### config.mk
export PLATFORM = sky130hd
export DESIGN_NAME = bnr_lerp
export DESIGN_NICKNAME = d
export VERILOG_FILES = /design/src/hw/rtl/bnr_pkg.sv /design/src/hw/rtl/bnr_lerp.sv
export SDC_FILE = /design/constraint.sdc
export NUM_CORES = 2
export LEC_CHECK = 0
export ABC_AREA = 1
export BUFFER_PORTS_ARGS = -buffer_cell sky130_fd_sc_hd__buf_4
export CAP_MARGIN = 20
export CORE_UTILIZATION = 50
export CTS_CLUSTER_DIAMETER = 200
export DETAILED_ROUTE_END_ITERATION = 10
export PLACE_DENSITY_LB_ADDON = 0.3
export SLEW_MARGIN = 20
export SYNTH_ARGS = -nofsm -noshare
export SYNTH_HDL_FRONTEND = slang
export SYNTH_SLANG_ARGS = --single-unit
### constraint.sdc
create_clock -name clk -period 15.45 [get_ports clk]
set_input_delay 1.545 -clock clk [delete_from_list [all_inputs] [get_ports clk]]
set_output_delay 1.545 -clock clk [all_outputs]
set_load 0.05 [all_outputs]
### src/hw/rtl/bnr_pkg.sv
// ----------------------------------------------------------------------------
// Bezier Newton reparameterisation package
// Shared payload types, register indexes and fixed-point helpers.
// ----------------------------------------------------------------------------
`default_nettype none
package bnr_pkg;

  localparam int COORD_FRAC_BITS_DEF = 16;
  localparam int PARAM_FRAC_BITS_DEF = 30;
  localparam int NUM_REGS            = 8;
  localparam int QUOT_BITS           = 35;  // quotient cap is 2^34

  typedef enum logic [2:0] {
    REG_C0X = 3'd0, REG_C0Y = 3'd1, REG_C1X = 3'd2, REG_C1Y = 3'd3,
    REG_C2X = 3'd4, REG_C2Y = 3'd5, REG_C3X = 3'd6, REG_C3Y = 3'd7
  } reg_idx_t;

  typedef struct packed {
    logic signed [31:0] point_x;
    logic signed [31:0] point_y;
    logic signed [31:0] param_in;
  } in_item_t;

  typedef struct packed {
    logic signed [31:0] param_out;
    logic               denom_zero;
    logic               saturated;
  } out_item_t;

  function automatic logic signed [31:0] sat32(input logic signed [35:0] v);
    if (v > 36'sd2147483647)       sat32 = 32'sh7fffffff;
    else if (v < -36'sd2147483648) sat32 = 32'sh80000000;
    else                           sat32 = v[31:0];
  endfunction

  function automatic logic signed [63:0] sadd64(input logic signed [63:0] a,
                                                input logic signed [63:0] b);
    logic signed [64:0] s;
    s = {a[63], a} + {b[63], b};
    if (s[64] != s[63]) sadd64 = s[64] ? {1'b1, 63'd0} : {1'b0, {63{1'b1}}};
    else                sadd64 = s[63:0];
  endfunction

endpackage
`default_nettype wire

### src/hw/rtl/bnr_lerp.sv
// ----------------------------------------------------------------------------
// Bezier lerp stage
// One registered de Casteljau step: a + floor((b-a)*t / 2^PF), clipped.
// ----------------------------------------------------------------------------
`default_nettype none
module bnr_lerp #(
  parameter int PARAM_FRAC_BITS = bnr_pkg::PARAM_FRAC_BITS_DEF
) (
  input  wire logic               clk,
  input  wire logic               en,
  input  wire logic signed [31:0] a,
  input  wire logic signed [31:0] b,
  input  wire logic signed [31:0] t,
  output logic signed [31:0]      v_r
);
  logic signed [32:0] diff;
  logic signed [64:0] prod;
  logic signed [64:0] shf;
  logic signed [65:0] sum;
  logic signed [31:0] v_nxt;

  always_comb begin
    diff = 33'(b) - 33'(a);
    prod = 65'(diff) * 65'(t);
    shf  = prod >>> PARAM_FRAC_BITS;
    sum  = 66'(a) + 66'(shf);
    if (sum > 66'sd2147483647)       v_nxt = 32'sh7fffffff;
    else if (sum < -66'sd2147483648) v_nxt = 32'sh80000000;
    else                             v_nxt = sum[31:0];
  end

  always_ff @(posedge clk) begin
    if (en) v_r <= v_nxt;
  end
endmodule
`default_nettype wire

# Yosys cells after proc, flatten, opt, wreduce, memory -nomap -nowiden
# Index checks and enable logic that the tools add are counted.
[totals] word_cells=7 in_bits=98 regBits=32
[classes] n_addsub=2 mul=1 n_lt_le_gt_ge=2 muxes=1
[op_table] cell="$mul 33x32->65" n=1
[op_table] cell="$add 32x35->36" n=1
[op_table] cell="$gt 36x32->1 const B" n=1
[op_table] cell="$lt 36x32->1 const B" n=1
[op_table] cell="$sub 32x32->33" n=1
[op_table] cell="$mux 32" n=1

# Longest topological paths before layout
[depth] ltp_word=5 depth_mapped=62

# Worst setup path before layout
# Ideal clock, no wire load.
[synth_path] path_kind="input -> register" from="input b[0]" to="register v_r[0], data pin" t_required_ps=15194 n_path_buf=2 stages=51 arrival_ps=11169 setup_time_ps=256 path_slack_ps=4025 path_cell_list="inv_1 ha_1 inv_1 fa_1 nand3_1 nand2_1 nand2_1 nand3_2 a21oi_2 inv_1 nand4_1 nand3_1 nand2_1 buf_2 nand2_1 fa_1 inv_1 fa_1 [15 not listed] nand2_1 nand2_1 nor3_1 nand3_1 nand2_1 inv_1 ha_1 inv_1 nor3_1 nand3_1 nor2_1 nand4_1 nand3_1 xor2_1 inv_1 nand2_1 buf_2 nand2_1"
[synth_between] elab_chain_cells=5 elab_cells_between_ends=6
[synth_lines] item="start: declaration" line="bnr_lerp.sv:12" source="input wire logic signed [31:0] b,"
[synth_lines] item="$sub 32x32->33 *" line="bnr_lerp.sv:23" source="diff = 33'(b) - 33'(a);"
[synth_lines] item="$mul 33x32->65 *" line="bnr_lerp.sv:24" source="prod = 65'(diff) * 65'(t);"
[synth_lines] item="$add 32x35->36 *" line="bnr_lerp.sv:26" source="sum = 66'(a) + 66'(shf);"
[synth_lines] item="$lt 36x32->1" line="bnr_lerp.sv:28" source="else if (sum < -66'sd2147483648) v_nxt = 32'sh80000000;"
[synth_lines] item="$mux 32" line="bnr_lerp.sv:28"
[synth_lines] item="end signal: assignment" line="bnr_lerp.sv:33" source="if (en) v_r <= v_nxt;"
[synth_lines] item="end: declaration" line="bnr_lerp.sv:14" source="output logic signed [31:0] v_r"
# Every way passes the cells marked *; elsewhere a longest branch is shown, timed or not.
# A chain may end at the register's enable or synchronous reset.

# Final worst setup path
# Ends and elaborated chain as after synthesis.

==> flow_summary.json <==
{
  "slew-limit-headroom": 0.219,
  "drive_above_1_share": 0.0458,
  "top_register": "v_r",
  "synthFlopType": "edfxtp_1",
  "postPlaceCellArea_sq_um": 44900,
  "hp-class": "in2reg",
  "grtUsageTotal": 0.343,
  "syn-cell-area_sq_um": 43000,
  "status": "finished, violations left",
  "drt-vias-per-instance": 5.45,
  "slew_violations": 0,
  "yosys.cell_types.count": 52,
  "grt_antenna_before_repair": 5,
  "yosysWarningCount": 0,
  "violations": "design-rule violations",
  "synth_seq_area_share": 0.0224,
  "dp_slack_ns": 0.633,
  "synth-edff-count": 32,
  "design_area_sq_um": 45100,
  "path_clk_slew_ns": 0.05,
  "largest_register_ffs": 32,
  "cp.arrival_ns": 14.80,
  "synthMostInstantiatedCell": "inv_1",
  "totalWireLength_mm": 143,
  "largestRegisters": "v_r x32",
  "synth.top_cell.area_share": 0.518,
  "required_ns": 15.46,
  "crit_path_frequent_cell": "nand2_1",
  "final_nets": 6849,
  "start_util": 0.505,
  "crit_type": "in2reg",
  "synthTopCellsByArea": "fa_1 (52%), inv_1 (12%), nand2_1 (8.5%)",
  "syn2layout_area_growth_pct": 4.91,
  "synth_compound_area_frac": 0.0429,
  "io_buffers": 129,
  "clk_root_buffer_cell": "clkbuf_16",
  "fillers": 8313,
  "ios": 130,
  "drt_iter0_drc": 2665,
  "grt_pass1_vias": 38000,
  "dieHeight_um": 295,
  "clk_path_buf_depth": 2,
  "drv_cap": 0,
  "finalHoldViolCount": 0,
  "synth_xor_area_frac": 0.0162,
  "row_count": 107,
  "critPathMaxStageDelay_ns": 0.92,
  "start_kind": "input port",
  "yosys.area_share.adder": 0.591,
  "synth_seq_cells": 32,
  "hpwl_mm": 123,
  "async_reset_ff_frac": 0,
  "final_antenna_net_count": 0,
  "vias": 35600,
  "setup_viol": 0,
  "post_cts_resized": 0,
  "synth_mux_area_frac": 0,
  "final_util": 0.529,
  "die_area_sq_um": 87100,
  "cts-buffers-inserted": 5,
  "first_pass_iters": 11,
  "cts_tree": "built",
  "worst_pin_slew_ns": 1.17,
  "synth_commonest_cells": "inv_1 (1394), fa_1 (1113), nand2_1 (971)",
  "slowest_stage": "fa_1",
  "hold_buffers": 0,
  "wl_per_cell_um": 21.9,
  "grt_pass1_wl_mm": 223,
  "synth_fp_nets": 6843,
  "cp_max_fo": 31,
  "yosys.area_share.simple": 0.184,
  "htreeDepth": 2,
  "fin_crit_ns": 14.79,
  "postCtsSetupBuffers": 0,
  "core_sq_um": 85100,
  "overflow": 0,
  "rsz0062_at_grt": "false",
  "end_kind": "flop",
  "synth_top_family_by_area": "adder cells",
  "grt_max_degree": 34,
  "drc_errors": 4,
  "gp_congestion": 1.03,
  "setup_slack_ns": 0.664,
  "fmaxAchievable_ghz": 0.0676,
  "fp.dieW_um": 295,
  "syn_area_per_cell_sq_um": 7.98,
  "post-route-period-util": 0.957,
  "setup_tns_ns": 0,
  "post-synth-top-area-cell": "fa_1",
  "syn_inst": 5382,
  "numClockSinks": 32
}
[metal layers]
metal / vias up / global-route usage / part of all wire / wire length [um]
li1: 15500 / - / - / -
met1: 18200 / 0.444 / 0.39 / 55400
met2: 1565 / 0.558 / 0.46 / 66400
met3: 329 / 0.0668 / 0.092 / 13200
met4: 2 / 0.158 / 0.059 / 8390
met5: - / 0 / 0.00012 / 17
[worst max-delay path, delay by kind of cell]
family | cells | cell delay, ns
compound gates | 1 | 0.29
xor+xnor | 1 | 0.45
simple gates | 25 | 4.26
buf+inv | 11 | 2.31
fa+ha+maj | 12 | 5.84
[final cells by class]
cell class,instances,area [sq um],share of cell area
multi-input combinational,3750,35900,0.795
inverter,1415,5310,0.118
tap,1144,1430,0.0317
timing repair buffer,184,1380,0.0306
sequential,32,961,0.0213
clock buffer,5,125,0.00278
clock inverter,2,7.51,0.000167
antenna,2,5.00,0.000111
[path summary, 6_finish.rpt]
| check | start | end | slack, ns | cells after the start |
|---|---|---|---|---|
| worst max-delay path | b[0] | v_r[0] | 0.66 | 50 |
| worst min-delay path | en | v_r[27] | 1.73 | 1 |
[through the flow]
stage / instances / hold slack (ns)
final: 6534 / 1.73
after global routing: 6533 / 1.74
after CTS: 6532 / 1.73
after detailed placement: 6525 / 2.02
after global placement: 6525 / 2.01
after floorplan: 5382 / 1.66
[logic make-up after synthesis]
group / Yosys count
XOR/XNOR: 72
AO/OA/AOI/OAI: 324
AND/OR/NAND/NOR: 1991
buffers and inverters: 1600
adder cells (fa/ha/maj): 1363
flip-flops: 32
[cells in the final DEF, fill, tap and decap left out, types with 10 or more instances in the layout]
master    instances
or2_2            11
nor2_1          783
ha_1            250
buf_4           184
xnor2_1          22
nor4_1           11
nor3_1           27
inv_2            12
inv_1          1394
a31oi_1          17
xor2_1           46
edfxtp_1         32
nand2_2          11
a21o_1           13
nand4_1          24
fa_1           1113
o21ai_0          82
nand3_1         129
o21bai_1         17
nand2_1         971
a21oi_1         154
clkinv_1         10
Power is left out: the tool's default activity adds up to more than one toggle a clock period on the data nets, which glitch-free logic cannot reach.
